===== src/rtl/shortest_path_engine_defines.svh =====
// Assertion macros shared by the shortest path engine RTL.
`ifndef SHORTEST_PATH_ENGINE_DEFINES_SVH
`define SHORTEST_PATH_ENGINE_DEFINES_SVH

// Same-cycle implication, checked outside reset.
`define SPE_ASSERT_IMPL(lbl, clk, rst, ante, cons) \
   lbl: assert property (@(posedge clk) disable iff (rst) (ante) |-> (cons)) \
      else $error("shortest path engine check failed");

// Next-cycle implication, checked outside reset.
`define SPE_ASSERT_NEXT(lbl, clk, rst, ante, cons) \
   lbl: assert property (@(posedge clk) disable iff (rst) (ante) |=> (cons)) \
      else $error("shortest path engine check failed");

`endif


===== src/rtl/spe_pkg.sv =====
// Types and constants shared by the shortest path engine.
package spe_pkg;

   localparam int DIST_BITS = 20;
   localparam logic [DIST_BITS-1:0] DIST_MAX = '1;
   localparam int MAX_OUT = 16;

   typedef enum logic [1:0] {
      STAT_PATH     = 2'd0,
      STAT_NOROUTE  = 2'd1,
      STAT_ACCEPTED = 2'd2,
      STAT_FULL     = 2'd3
   } status_type;

   typedef enum logic [3:0] {
      S_IDLE,
      S_INIT,
      S_SCAN,
      S_RELAX_RD,
      S_RELAX_EDGE,
      S_RELAX_NODE,
      S_TDIST,
      S_TRACE_RD,
      S_TRACE_WAIT,
      S_EMIT_RD,
      S_EMIT_OUT,
      S_NOROUTE
   } state_type;

   typedef struct packed {
      logic        mode;
      logic [3:0]  edge_from;
      logic [3:0]  edge_to;
      logic [15:0] edge_weight;
      logic [3:0]  path_start;
      logic [3:0]  path_end;
   } req_type;

   typedef struct packed {
      status_type            status;
      logic [3:0]            path_node;
      logic [DIST_BITS-1:0]  total_distance;
      logic                  last;
   } rsp_type;

endpackage


===== src/rtl/spe_ram.sv =====
// Generic single-write, single-read synchronous RAM with registered read data.
module spe_ram #(
   parameter int WIDTH = 8,
   parameter int DEPTH = 16,
   localparam int AW = (DEPTH > 1) ? $clog2(DEPTH) : 1
) (
   input  logic             clock,
   input  logic             wr_en,
   input  logic [AW-1:0]    wr_addr,
   input  logic [WIDTH-1:0] wr_data,
   input  logic [AW-1:0]    rd_addr,
   output logic [WIDTH-1:0] rd_data
);

   logic [WIDTH-1:0] mem_ff [DEPTH];
   logic [WIDTH-1:0] rd_data_ff;

   always_ff @(posedge clock) begin
      if (wr_en) begin
         mem_ff[wr_addr] <= wr_data;
      end
      rd_data_ff <= mem_ff[rd_addr];
   end

   assign rd_data = rd_data_ff;

endmodule


===== src/rtl/shortest_path_engine.sv =====
// Top level of the shortest path engine: edge store, Dijkstra sequencer and result port.
//
// The engine keeps a directed weighted graph and answers single-pair shortest path
// queries. A transfer with mode 0 appends an edge and returns one result (accepted,
// or table full when the store is full or a node number is out of range); the engine
// stays idle, so the next item can be taken straight away, subject to the output rule
// below. A transfer with mode 1 runs Dijkstra from path_start to path_end and returns
// the path nodes from start to end, each carrying the total distance, with last set on
// the final one, or a single no-route result. Every node starts at infinite distance,
// ties in the selection go to the lowest node number and distances saturate at 2^20-1.
// The run time of a query is set by the single read port of the node memory, which is
// swept once per settled node and once more at the end, and by the edge memory, which
// is read one edge at a time. No clearing pass is needed after reset: node entries are
// only used once a query has written them. A query is taken while a finished result
// still waits in the output register; an edge is taken only once that register is
// empty or being emptied.
`include "shortest_path_engine_defines.svh"

module shortest_path_engine #(
   parameter int MAX_NODES   = 16,
   parameter int MAX_EDGES   = 64,
   parameter int WEIGHT_BITS = 16
) (
   input  logic             clock,
   input  logic             reset,
   input  logic             req_valid,
   output logic             req_ready,
   input  spe_pkg::req_type req_payload,
   output logic             rsp_valid,
   input  logic             rsp_ready,
   output spe_pkg::rsp_type rsp_payload
);

   localparam int DB = spe_pkg::DIST_BITS;
   localparam int NB = (MAX_NODES > 1) ? $clog2(MAX_NODES) : 1;
   localparam int CW = $clog2(MAX_NODES + 1);
   localparam int EA = (MAX_EDGES > 1) ? $clog2(MAX_EDGES) : 1;
   localparam int EC = $clog2(MAX_EDGES + 1);
   localparam int SW = ((WEIGHT_BITS > DB) ? WEIGHT_BITS : DB) + 1;
   localparam int EW = 2 * NB + WEIGHT_BITS;
   localparam int NW = DB + NB;

   // Sequencer state.
   spe_pkg::state_type state_ff, state_in;

   logic [EC-1:0]        edge_count_ff, edge_count_in;
   logic [MAX_NODES-1:0] reached_ff, reached_in;
   logic [MAX_NODES-1:0] settled_ff, settled_in;
   logic [NB-1:0]        start_ff, start_in;
   logic [NB-1:0]        end_ff, end_in;
   logic [3:0]           end_raw_ff, end_raw_in;
   logic [CW-1:0]        cnt_ff, cnt_in;
   logic                 pend_vld_ff, pend_vld_in;
   logic [NB-1:0]        pend_idx_ff, pend_idx_in;
   logic                 found_ff, found_in;
   logic [NB-1:0]        best_ff, best_in;
   logic [DB-1:0]        best_dist_ff, best_dist_in;
   logic [EC-1:0]        ei_ff, ei_in;
   logic [NB-1:0]        dst_ff, dst_in;
   logic [DB-1:0]        nd_ff, nd_in;
   logic [NB-1:0]        cur_ff, cur_in;
   logic [CW-1:0]        len_ff, len_in;
   logic [CW-1:0]        k_ff, k_in;
   logic [DB-1:0]        tot_ff, tot_in;
   spe_pkg::rsp_type     rsp_ff, rsp_in;
   logic                 rsp_valid_ff, rsp_valid_in;

   // Memory ports.
   logic          edge_we;
   logic [EA-1:0] edge_waddr;
   logic [EW-1:0] edge_wdata;
   logic [EW-1:0] edge_rdata;
   logic          node_we;
   logic [NB-1:0] node_waddr;
   logic [NW-1:0] node_wdata;
   logic [NB-1:0] node_raddr;
   logic [NW-1:0] node_rdata;
   logic          path_we;
   logic [NB-1:0] path_waddr;
   logic [NB-1:0] path_wdata;
   logic [NB-1:0] path_raddr;
   logic [NB-1:0] path_rdata;

   // Decoded fields and helpers.
   logic                   out_free;
   logic                   req_fire;
   logic                   edge_ok;
   logic                   query_ok;
   logic [DB-1:0]          rd_dist;
   logic [NB-1:0]          rd_pred;
   logic [NB-1:0]          e_src;
   logic [NB-1:0]          e_dst;
   logic [WEIGHT_BITS-1:0] e_w;
   logic                   relax_hit;
   logic [SW-1:0]          relax_sum;
   logic [EC-1:0]          ei_next;
   logic                   edges_done;
   logic                   scan_take;
   logic                   scan_found;
   logic [NB-1:0]          scan_best;
   logic [DB-1:0]          scan_bdist;
   logic                   scan_end;
   logic                   trace_done;
   logic [CW-1:0]          len_eff;
   logic                   emit_last;
   logic                   restart_scan;

   spe_ram #(.WIDTH(EW), .DEPTH(MAX_EDGES)) u_edge_ram (
      .clock   (clock),
      .wr_en   (edge_we),
      .wr_addr (edge_waddr),
      .wr_data (edge_wdata),
      .rd_addr (ei_ff[EA-1:0]),
      .rd_data (edge_rdata)
   );

   spe_ram #(.WIDTH(NW), .DEPTH(MAX_NODES)) u_node_ram (
      .clock   (clock),
      .wr_en   (node_we),
      .wr_addr (node_waddr),
      .wr_data (node_wdata),
      .rd_addr (node_raddr),
      .rd_data (node_rdata)
   );

   spe_ram #(.WIDTH(NB), .DEPTH(MAX_NODES)) u_path_ram (
      .clock   (clock),
      .wr_en   (path_we),
      .wr_addr (path_waddr),
      .wr_data (path_wdata),
      .rd_addr (path_raddr),
      .rd_data (path_rdata)
   );

   // The output register can take a new result when empty or being emptied.
   assign out_free  = !rsp_valid_ff || rsp_ready;
   assign req_ready = (state_ff == spe_pkg::S_IDLE) && (req_payload.mode || out_free);
   assign req_fire  = req_valid && req_ready;

   assign edge_ok  = (edge_count_ff != EC'(MAX_EDGES))
                  && (32'(req_payload.edge_from) < MAX_NODES)
                  && (32'(req_payload.edge_to) < MAX_NODES);
   assign query_ok = (32'(req_payload.path_start) < MAX_NODES)
                  && (32'(req_payload.path_end) < MAX_NODES);

   assign rd_dist = node_rdata[NW-1:NB];
   assign rd_pred = node_rdata[NB-1:0];
   assign e_src   = edge_rdata[EW-1:NB+WEIGHT_BITS];
   assign e_dst   = edge_rdata[NB+WEIGHT_BITS-1:WEIGHT_BITS];
   assign e_w     = edge_rdata[WEIGHT_BITS-1:0];

   // An edge is relaxed only when it lies below the fill count, leaves the node just
   // settled and points at a node not yet settled.
   assign relax_hit  = (ei_ff < edge_count_ff) && (e_src == best_ff) && !settled_ff[e_dst];
   assign relax_sum  = SW'(best_dist_ff) + SW'(e_w);
   assign ei_next    = ei_ff + EC'(1);
   assign edges_done = (ei_next >= edge_count_ff);

   // Minimum search over the node distances, one entry per cycle as it returns from
   // the memory. A strict compare keeps the lowest index on a tie.
   assign scan_take  = pend_vld_ff && reached_ff[pend_idx_ff] && !settled_ff[pend_idx_ff]
                    && (!found_ff || (rd_dist < best_dist_ff));
   assign scan_found = found_ff || scan_take;
   assign scan_best  = scan_take ? pend_idx_ff : best_ff;
   assign scan_bdist = scan_take ? rd_dist : best_dist_ff;
   assign scan_end   = (cnt_ff == CW'(MAX_NODES));

   assign trace_done = (cur_ff == start_ff) || (32'(len_ff) + 32'd1 >= MAX_NODES);
   assign len_eff    = (32'(len_ff) > 32'(spe_pkg::MAX_OUT)) ? CW'(spe_pkg::MAX_OUT) : len_ff;
   assign emit_last  = (k_ff == len_eff - CW'(1));
   assign path_raddr = NB'(len_eff - CW'(1) - k_ff);

   // Next state.
   always_comb begin
      state_in = state_ff;
      unique case (state_ff)
         spe_pkg::S_IDLE: begin
            if (req_fire && req_payload.mode) begin
               state_in = query_ok ? spe_pkg::S_INIT : spe_pkg::S_NOROUTE;
            end
         end
         spe_pkg::S_INIT: begin
            state_in = spe_pkg::S_SCAN;
         end
         spe_pkg::S_SCAN: begin
            if (scan_end) begin
               if (scan_found) begin
                  state_in = spe_pkg::S_RELAX_RD;
               end else if (reached_ff[end_ff]) begin
                  state_in = spe_pkg::S_TDIST;
               end else begin
                  state_in = spe_pkg::S_NOROUTE;
               end
            end
         end
         spe_pkg::S_RELAX_RD: begin
            state_in = spe_pkg::S_RELAX_EDGE;
         end
         spe_pkg::S_RELAX_EDGE: begin
            if (relax_hit) begin
               state_in = spe_pkg::S_RELAX_NODE;
            end else begin
               state_in = edges_done ? spe_pkg::S_SCAN : spe_pkg::S_RELAX_RD;
            end
         end
         spe_pkg::S_RELAX_NODE: begin
            state_in = edges_done ? spe_pkg::S_SCAN : spe_pkg::S_RELAX_RD;
         end
         spe_pkg::S_TDIST: begin
            state_in = spe_pkg::S_TRACE_RD;
         end
         spe_pkg::S_TRACE_RD: begin
            state_in = trace_done ? spe_pkg::S_EMIT_RD : spe_pkg::S_TRACE_WAIT;
         end
         spe_pkg::S_TRACE_WAIT: begin
            state_in = spe_pkg::S_TRACE_RD;
         end
         spe_pkg::S_EMIT_RD: begin
            state_in = spe_pkg::S_EMIT_OUT;
         end
         spe_pkg::S_EMIT_OUT: begin
            if (out_free) begin
               state_in = emit_last ? spe_pkg::S_IDLE : spe_pkg::S_EMIT_RD;
            end
         end
         spe_pkg::S_NOROUTE: begin
            if (out_free) begin
               state_in = spe_pkg::S_IDLE;
            end
         end
         default: begin
            state_in = spe_pkg::S_IDLE;
         end
      endcase
   end

   assign restart_scan = (state_in == spe_pkg::S_SCAN) && (state_ff != spe_pkg::S_SCAN);

   // Datapath, memory controls and the output register.
   always_comb begin
      edge_count_in = edge_count_ff;
      reached_in    = reached_ff;
      settled_in    = settled_ff;
      start_in      = start_ff;
      end_in        = end_ff;
      end_raw_in    = end_raw_ff;
      cnt_in        = cnt_ff;
      pend_vld_in   = 1'b0;
      pend_idx_in   = pend_idx_ff;
      found_in      = found_ff;
      best_in       = best_ff;
      best_dist_in  = best_dist_ff;
      ei_in         = ei_ff;
      dst_in        = dst_ff;
      nd_in         = nd_ff;
      cur_in        = cur_ff;
      len_in        = len_ff;
      k_in          = k_ff;
      tot_in        = tot_ff;
      rsp_in        = rsp_ff;
      rsp_valid_in  = rsp_valid_ff && !rsp_ready;

      edge_we    = 1'b0;
      edge_waddr = edge_count_ff[EA-1:0];
      edge_wdata = {NB'(req_payload.edge_from), NB'(req_payload.edge_to),
                    WEIGHT_BITS'(req_payload.edge_weight)};
      node_we    = 1'b0;
      node_waddr = dst_ff;
      node_wdata = {nd_ff, best_ff};
      node_raddr = end_ff;
      path_we    = 1'b0;
      path_waddr = NB'(len_ff);
      path_wdata = cur_ff;

      unique case (state_ff)
         spe_pkg::S_IDLE: begin
            if (req_fire) begin
               if (!req_payload.mode) begin
                  rsp_valid_in          = 1'b1;
                  rsp_in.path_node      = '0;
                  rsp_in.total_distance = '0;
                  rsp_in.last           = 1'b1;
                  if (edge_ok) begin
                     edge_we       = 1'b1;
                     edge_count_in = edge_count_ff + EC'(1);
                     rsp_in.status = spe_pkg::STAT_ACCEPTED;
                  end else begin
                     rsp_in.status = spe_pkg::STAT_FULL;
                  end
               end else begin
                  start_in   = NB'(req_payload.path_start);
                  end_in     = NB'(req_payload.path_end);
                  end_raw_in = req_payload.path_end;
               end
            end
         end
         spe_pkg::S_INIT: begin
            node_we              = 1'b1;
            node_waddr           = start_ff;
            node_wdata           = {DB'(0), start_ff};
            reached_in           = '0;
            reached_in[start_ff] = 1'b1;
            settled_in           = '0;
         end
         spe_pkg::S_SCAN: begin
            found_in     = scan_found;
            best_in      = scan_best;
            best_dist_in = scan_bdist;
            if (!scan_end) begin
               node_raddr  = cnt_ff[NB-1:0];
               pend_vld_in = 1'b1;
               pend_idx_in = cnt_ff[NB-1:0];
               cnt_in      = cnt_ff + CW'(1);
            end else if (scan_found) begin
               settled_in[scan_best] = 1'b1;
               ei_in                 = '0;
            end
         end
         spe_pkg::S_RELAX_RD: begin
         end
         spe_pkg::S_RELAX_EDGE: begin
            node_raddr = e_dst;
            dst_in     = e_dst;
            nd_in      = (relax_sum > SW'(spe_pkg::DIST_MAX)) ? spe_pkg::DIST_MAX
                                                              : DB'(relax_sum);
            if (!relax_hit) begin
               ei_in = ei_next;
            end
         end
         spe_pkg::S_RELAX_NODE: begin
            ei_in = ei_next;
            if (!reached_ff[dst_ff] || (nd_ff < rd_dist)) begin
               node_we            = 1'b1;
               reached_in[dst_ff] = 1'b1;
            end
         end
         spe_pkg::S_TDIST: begin
            tot_in = rd_dist;
            cur_in = end_ff;
            len_in = '0;
         end
         spe_pkg::S_TRACE_RD: begin
            path_we    = 1'b1;
            len_in     = len_ff + CW'(1);
            node_raddr = cur_ff;
            k_in       = '0;
         end
         spe_pkg::S_TRACE_WAIT: begin
            cur_in = rd_pred;
         end
         spe_pkg::S_EMIT_RD: begin
         end
         spe_pkg::S_EMIT_OUT: begin
            if (out_free) begin
               rsp_valid_in          = 1'b1;
               rsp_in.status         = spe_pkg::STAT_PATH;
               rsp_in.path_node      = 4'(path_rdata);
               rsp_in.total_distance = tot_ff;
               rsp_in.last           = emit_last;
               k_in                  = k_ff + CW'(1);
            end
         end
         spe_pkg::S_NOROUTE: begin
            if (out_free) begin
               rsp_valid_in          = 1'b1;
               rsp_in.status         = spe_pkg::STAT_NOROUTE;
               rsp_in.path_node      = end_raw_ff;
               rsp_in.total_distance = '0;
               rsp_in.last           = 1'b1;
            end
         end
         default: begin
         end
      endcase

      if (restart_scan) begin
         cnt_in   = '0;
         found_in = 1'b0;
      end
   end

   always_ff @(posedge clock) begin
      if (reset) begin
         state_ff      <= spe_pkg::S_IDLE;
         edge_count_ff <= '0;
         reached_ff    <= '0;
         settled_ff    <= '0;
         pend_vld_ff   <= 1'b0;
         found_ff      <= 1'b0;
         cnt_ff        <= '0;
         rsp_valid_ff  <= 1'b0;
      end else begin
         state_ff      <= state_in;
         edge_count_ff <= edge_count_in;
         reached_ff    <= reached_in;
         settled_ff    <= settled_in;
         pend_vld_ff   <= pend_vld_in;
         found_ff      <= found_in;
         cnt_ff        <= cnt_in;
         rsp_valid_ff  <= rsp_valid_in;
      end
   end

   always_ff @(posedge clock) begin
      start_ff     <= start_in;
      end_ff       <= end_in;
      end_raw_ff   <= end_raw_in;
      pend_idx_ff  <= pend_idx_in;
      best_ff      <= best_in;
      best_dist_ff <= best_dist_in;
      ei_ff        <= ei_in;
      dst_ff       <= dst_in;
      nd_ff        <= nd_in;
      cur_ff       <= cur_in;
      len_ff       <= len_in;
      k_ff         <= k_in;
      tot_ff       <= tot_in;
      rsp_ff       <= rsp_in;
   end

   assign rsp_valid   = rsp_valid_ff;
   assign rsp_payload = rsp_ff;

   // A settled node must always have been reached.
   `SPE_ASSERT_IMPL(settled_implies_reached, clock, reset, 1'b1, (settled_ff & ~reached_ff) == '0)
   // The node memory is written only at query start and while relaxing an edge.
   `SPE_ASSERT_IMPL(node_write_states, clock, reset, node_we, (state_ff == spe_pkg::S_INIT) || (state_ff == spe_pkg::S_RELAX_NODE))
   // An edge transfer yields its result in the following cycle.
   `SPE_ASSERT_NEXT(edge_result_next, clock, reset, req_fire && !req_payload.mode, rsp_valid_ff && rsp_ff.last)

endmodule


===== config.mk =====
export PLATFORM = sky130hd
export DESIGN_NAME = shortest_path_engine
export DESIGN_NICKNAME = d
export VERILOG_FILES = /design/src/rtl/spe_pkg.sv /design/src/rtl/spe_ram.sv /design/src/rtl/shortest_path_engine.sv
export VERILOG_INCLUDE_DIRS = /design/src /design/src/rtl
export SDC_FILE = /design/constraint.sdc
export NUM_CORES = 2
export LEC_CHECK = 0
export ABC_AREA = 1
export BUFFER_PORTS_ARGS = -buffer_cell sky130_fd_sc_hd__buf_2
export CORE_MARGIN = 5
export CORE_UTILIZATION = 45
export DETAILED_ROUTE_END_ITERATION = 8
export PLACE_DENSITY = 0.6
export RECOVER_POWER = 50
export SYNTH_ARGS = -nofsm -noshare
export SYNTH_HDL_FRONTEND = slang
export SYNTH_SLANG_ARGS = --single-unit

===== constraint.sdc =====
create_clock -name clock -period 6.8 [get_ports clock]
set_input_delay 0.34 -clock clock [delete_from_list [all_inputs] [get_ports clock]]
set_output_delay 0.34 -clock clock [all_outputs]
set_load 0.02 [all_outputs]

After elaboration in Yosys (flattened, before gate mapping)

Memories as Yosys holds them, arrays and structs flattened. A register that Yosys moved wholly into a read port is not among the register bits.
Cells that the tools add are included.

Flip-flop bits (word level): 179
Latch bits: 0
Memory bits (writable): 1984
ROM bits: 0
Input bits: 37
Output and inout port bits: 29
Word-level logic and storage cells: 199
Memories: 3

Memories:

| name              | depth | width | read ports | clocked after memory_dff | write ports | line          | source |
|---|---|---|---|---|---|---|---|
| u_edge_ram.mem_ff | 64    | 24    | 1          | 1                        | 1           | spe_ram.sv:15 | `logic [WIDTH-1:0] mem_ff [DEPTH];` |
| u_node_ram.mem_ff | 16    | 24    | 1          | 1                        | 1           | spe_ram.sv:15 |  |
| u_path_ram.mem_ff | 16    | 4     | 1          | 1                        | 1           | spe_ram.sv:15 |  |

$add $sub $neg: 9
Multipliers: 0
Divide/modulo/power cells: 0
Magnitude comparators: 16
Eq/ne operators: 26
Shift-type cells: 0
Muxes and demuxes: 70
Bitwise logic cells: 5
Reduce and logical (&&, ||, !) cells: 46

Operators with widths:

| cell                                                        | count |
|---|---|
| two-way mux 27 bit                                          | 4 |
| case mux 27 bit (3 select lines)                            | 1 |
| case mux 16 bit (2 select lines)                            | 2 |
| two-way mux 16 bit                                          | 3 |
| case mux 4 bit (11 select lines)                            | 1 |
| less-than comparator 20 bit                                 | 2 |
| two-way mux 4 bit                                           | 10 |
| OR 16 bit                                                   | 2 |
| less-than comparator 4 x 5 -> 1 bit (second input constant) | 6 |
| two-way mux 1 bit                                           | 27 |
| two-way mux 24 bit                                          | 1 |
| adder 20 x 16 -> 21 bit                                     | 1 |
| > comparator 21 x 20 -> 1 bit (second input constant)       | 1 |
| two-way mux 7 bit                                           | 3 |
| case mux 7 bit (3 select lines)                             | 1 |
| binary-select mux 1 bit (select 4 bit)                      | 5 |
| case mux 5 bit (2 select lines)                             | 2 |
| == test 4 x 3 -> 1 bit (second input constant)              | 4 |
| == test 4 bit (second input constant)                       | 4 |
| != test 2 bit (second input constant)                       | 8 |
| adder 5 x 1 -> 5 bit (second input constant)                | 3 |
| adder 7 x 1 -> 7 bit (second input constant)                | 2 |
| logical AND 1 bit                                           | 13 |
| demux 1 bit (select 4 bit)                                  | 3 |
| 31 further kinds                                            | 63 |

Depth between registers and ports, before layout

Word-level depth: 14
Depth in mapped cells: 20
Gate-level depth less buffers: 18

Modules after synthesis

From an unflattened synthesis, not the netlist that was laid out.

Cells, all modules: 8428
Area total of the unflattened synthesis: 93400.8 um^2

Modules (own cells, without submodules):

| module                | instances | cells an instance | area each (um^2) | sequential area each (um^2) |
|---|---|---|---|---|
| spe_ram at u_edge_ram | 1         | 5230              | 62746.4          | 46604.7 |
| spe_ram at u_node_ram | 1         | 1597              | 16951.3          | 12011.5 |
| shortest_path_engine  | 1         | 1311              | 10736.5          | 4864.7 |
| spe_ram at u_path_ram | 1         | 290               | 2966.6           | 2001.9 |

Worst setup path before layout

Ideal clock, no wire load.

Path type: flip-flop to flip-flop
Start point: register state_ff[1]
End point: register rsp_ff, in the netlist rsp_payload[0] (enable)
Setup time: 0.558 ns
Arrival time: 4.997 ns
Required time: 6.242 ns
Slack: 1.245 ns
Stages on the path, launching flop included: 5
Buffers on the path: 0
Clock period less this slack: 5.555 ns
Path through: dfxtp_1 nor2_1 nand3_1 nor2_1 a2111oi_0

Cells in the longest elaborated chain, start to end: 5
Elaborated cells between the ends (all ways): 11
Classes of those cells: eq/ne (6); reduce/logical (5)

Ends and longest elaborated chain:

| item                                   | line                                                     | source |
|---|---|---|
| start, declared                        | shortest_path_engine.sv:44                               | `spe_pkg::state_type state_ff, state_in;` |
| start signal, assigned                 | shortest_path_engine.sv:384                              | `state_ff <= spe_pkg::S_IDLE;` |
| start signal, assigned                 | shortest_path_engine.sv:393                              | `state_ff <= state_in;` |
| logical NOT 4 bit                      | shortest_path_engine.sv:137, shortest_path_engine.sv:275 |  |
| logical AND 1 bit                      | shortest_path_engine.sv:137                              | `assign req_ready = (state_ff == spe_pkg::S_IDLE) && (req_payload.mode \|\| out_free);` |
| logical AND 1 bit                      | shortest_path_engine.sv:138                              | `assign req_fire = req_valid && req_ready;` |
| != test 2 bit (no source line)         | --                                                       |  |
| AND reduction 5 bit (no source line) * | --                                                       |  |
| end signal, assigned                   | shortest_path_engine.sv:418                              | `rsp_ff <= rsp_in;` |
| end, declared                          | shortest_path_engine.sv:65                               | `spe_pkg::rsp_type rsp_ff, rsp_in;` |

Every way passes the cells marked *; elsewhere a longest branch is shown, timed or not.
A chain may end at the register's enable or synchronous reset.

Final worst setup path

Start point: register state_ff[1]
End point: memory u_node_ram.mem_ff[15][14] (netlist name) (enable)

Cells in the longest elaborated chain, start to end: 4
Elaborated cells between the ends (all ways): 6
Classes of those cells: eq/ne (2); mux (4)

Ends and longest elaborated chain:

| item                                                             | line                        | source |
|---|---|---|
| == test 4 x 3 -> 1 bit or == test 4 x 1 -> 1 bit (tied branches) | shortest_path_engine.sv:275 | `unique case (state_ff)` |
| case mux 1 bit (2 select lines)                                  | shortest_path_engine.sv:275 |  |
| two-way mux 1 bit                                                | spe_ram.sv:19               | `if (wr_en) begin` |
| two-way mux 1 bit (not written as such)                          | spe_ram.sv:20               | `mem_ff[wr_addr] <= wr_data;` |
| end, declared                                                    | spe_ram.sv:15               |  |

Several ways; a longest one is shown, not always the timed one.

==> reports/results.txt <==
most frequent cell after synthesis = edfxtp_1
DRT Pass-1 Iters = 9
Synth top area share = 0.704
worst vdd ir = 284 uV
Crit Path Class = flip-flop to flip-flop
RSZ-0062 raised after global routing = no
Placer Congestion = 0.897
CTS buffer count = 224
Final Skew = 0.0560 ns
Final Net Count = 7,465
worst min-delay path category = input port to flip-flop
Hold Path Origin = req_valid
Synth Instances = 7,338
synthesis-to-finish area growth = 11.7%
R2R cell count = 9
r2r startpoint = state_ff[1]$_SDFF_PP0_
Clk pin slew, worst setup/hold paths = 0.06 ns
crit path time final = 4.45 ns
Vias = 58,833
io pins = 66
Post-DRT Antenna Nets = 0
post-synthesis sequential area ratio = 0.727
Post-Syn Area per Cell = 12.3 um2
FF-to-FF End = u_node_ram.mem_ff[15][14]$_DFFE_PP_
pre-CTS setup slack = 2.81 ns
# setup viols final = 0
number of synthesized flops with an enable pin = 2,112
Crit path max-delay family = buffers and inverters
Final Hold Viols = 0
first-pass GRT wire length = 365,000 um
Site Rows = 164
Initial Util = 0.452
startpoint types = flip-flop
share of flip-flops with an asynchronous set or reset = 0
Clk Tree Root Cell = clkbuf_16
CTS tree = built
pin count of the biggest net entering global routing = 206
CP max FO = 34
Post-synth top flop = edfxtp_1
Worst Hold Path EP = start_ff[3]$_DFFE_PP_
Yosys cell types = 47
fmax = 0.225 GHz
Final Slew Violations = 1,608
initial antenna violation count = 8
DRT iter0 DRCs = 7,171
flop and latch count out of synthesis = 2,215
Yosys warnings = 0
share of layout cells above drive strength 1 = 0.0757
final worst slack = 2.35 ns
DIE AREA = 209,000 um2
Post-Synthesis Net Count = 7,460
setup bufs post-CTS = 0
power density cells = 280 nW/um2
violated checks = capacitance limit, slew limit
Reg area = 65,500 um2
Crit. End Element = flip-flop
CP Buf/Inv Count = 4
hold_buf cts = 10
end-of-flow core utilization = 0.505
CTS sink cnt = 2,215
synth cell count leaders = 2,112 x edfxtp_1, 1,370 x nor2_1, 1,075 x o21ai_0
Slew HR = -1.63
Overflow after GRT = 0
max cap viols = 28
wire per inst = 24.3 um
CTS H-tree depth = 4
status = finished, violations left
leading area contributor after synthesis = edfxtp_1
area of the multi-input gates = 21,300 um2
total global-route track usage = 0.230
Core ar. = 199,000 um2
Port Buffers = 65
dominant cells by area after synthesis = edfxtp_1 70%, o21ai_0 6.0%, nor2_1 5.7%
vias in the first global route = 55,089
CP peak stage delay = 1.08 ns
# fillers = 17,299
R2R Setup Slk = 2.35 ns
DR vias/cell = 5.77
Worst EP required = 7.27 ns
CP max-delay cell = clkbuf_1
Worst EP arrival = 4.92 ns
DP Wirelength = 134,000 um
leakage = 0.0337 uW
DRC = 0
Worst-Skew Late Latency = 0.87 ns
Worst-Margin Slew = 3.95 ns
total power = 28,200 uW
Mapped Area = 90,100 um2
WHS Path Cells = 3
period utilisation layout = 0.654
Vert. Die Dim = 457 um
worst path cell trace = inv_1 > nand2_1 > nor2_2 > clkbuf_1 > inv_1 > nand2_1 > buf_4 > nand3_1 > nor2_4
setup TNS = 0 ns
final wirelength = 248,000 um
fin cells = 10,197
Max clock buf depth = 3
dpl cells = 9,763
PostCTS Resize Cnt = 0
Die W = 457 um
-- where the power goes --
part	switching, uW	internal (uW)
registers	70.2	15000
clock network	5260	6970
logic	671	200
total	6000	22200
-- placed cells by master (no fill, tap or decap), drive strengths merged, types with 2 or more instances in the layout --
cell type    count
a21boi           2
a21o             3
a21oi          194
a221oi           2
a22oi            4
a31oi           16
buf            142
bufinv          19
clkbuf         365
clkinv          99
clkinvlp         7
dfxtp          103
dlygate4sd3     10
edfxtp        2112
fa               2
ha              83
inv            442
nand2          483
nand3          240
nand3b           3
nand4           21
nor2          1374
nor3            26
nor4             5
o211ai         107
o21a             2
o21ai         1115
o21bai          21
o221ai          12
o22ai          411
o31ai            6
o32ai           70
or2              2
xnor2           15
xor2            17
-- area by class of cell --
type / count / share of cell area
Multi-Input combinational cell: 4241 / 0.212
Clock buffer: 291 / 0.0599
Inverter: 435 / 0.0164
Tap cell: 2656 / 0.0330
Timing Repair Buffer: 226 / 0.0156
Antenna cell: 1 / 0.0000249
Clock inverter: 132 / 0.0125
Sequential cell: 2215 / 0.651
-- registers in the layout (all words and copies together) (netlist names), 5 cells and up --
register,cells
reached_ff,16
tot_ff,20
u_edge_ram.mem_ff,1536
len_ff,5
k_ff,5
settled_ff,16
u_node_ram.rd_data,24
edge_count_ff,7
cnt_ff,5
ei_ff,7
u_node_ram.mem_ff,384
u_path_ram.mem_ff,64
nd_ff,20
rsp_payload,27
u_edge_ram.rd_data,24
best_dist_ff,20
-- worst min-delay path, stage by stage --
cell	delay (ns)
buf_2	0.12
nand2_1	0.10
inv_1	0.16
-- routing by layer --
metal	track usage	part of all wire	vias to the layer above
li1	-	-	26710
met1	0.333	0.43	28964
met2	0.357	0.46	2717
met3	0.0400	0.089	434
met4	0.0682	0.030	8
met5	0	0.00022	-
-- worst max path at each step --
| stage | end | cells past startpoint | slack, ns | start |
|---|---|---|---|---|
| after floorplan | rsp_payload[0]$_DFFE_PP_ | 4 | 1.25 | state_ff[1]$_SDFF_PP0_ |
| after global placement | u_edge_ram.rd_data[11]$_DFF_P_ | 8 | 2.86 | ei_ff[1]$_SDFFCE_PN0P_ |
| after detailed placement | u_edge_ram.rd_data[11]$_DFF_P_ | 8 | 2.81 | ei_ff[1]$_SDFFCE_PN0P_ |
| after CTS | u_edge_ram.rd_data[11]$_DFF_P_ | 8 | 2.81 | ei_ff[1]$_SDFFCE_PN0P_ |
| after global routing | u_node_ram.mem_ff[15][14]$_DFFE_PP_ | 9 | 1.94 | state_ff[1]$_SDFF_PP0_ |
| final | u_node_ram.mem_ff[15][14]$_DFFE_PP_ | 9 | 2.35 | state_ff[1]$_SDFF_PP0_ |
-- metrics by stage --
step | hold WS, ns | cell area, um2
after CTS | 0.0187 | 101000
after detailed placement | 0.457 | 93500
after global placement | 0.458 | 93500
after floorplan | 0.431 | 90100
final | 0.0849 | 101000
after global routing | 0.0827 | 101000
-- kinds of logic (layout without fill, tap and decap cells) --
family          Yosys count  in the layout  synth area share
simple gates           2155           2155            0.0948
xor+xnor                 32             32           0.00311
flops                  2215           2215             0.727
buf+inv                 882           1084            0.0398
fa+ha+maj                85             85            0.0120
compound gates         1969           1969             0.123
other cells               0              1                 0
Power figures use the tool's default switching activity.
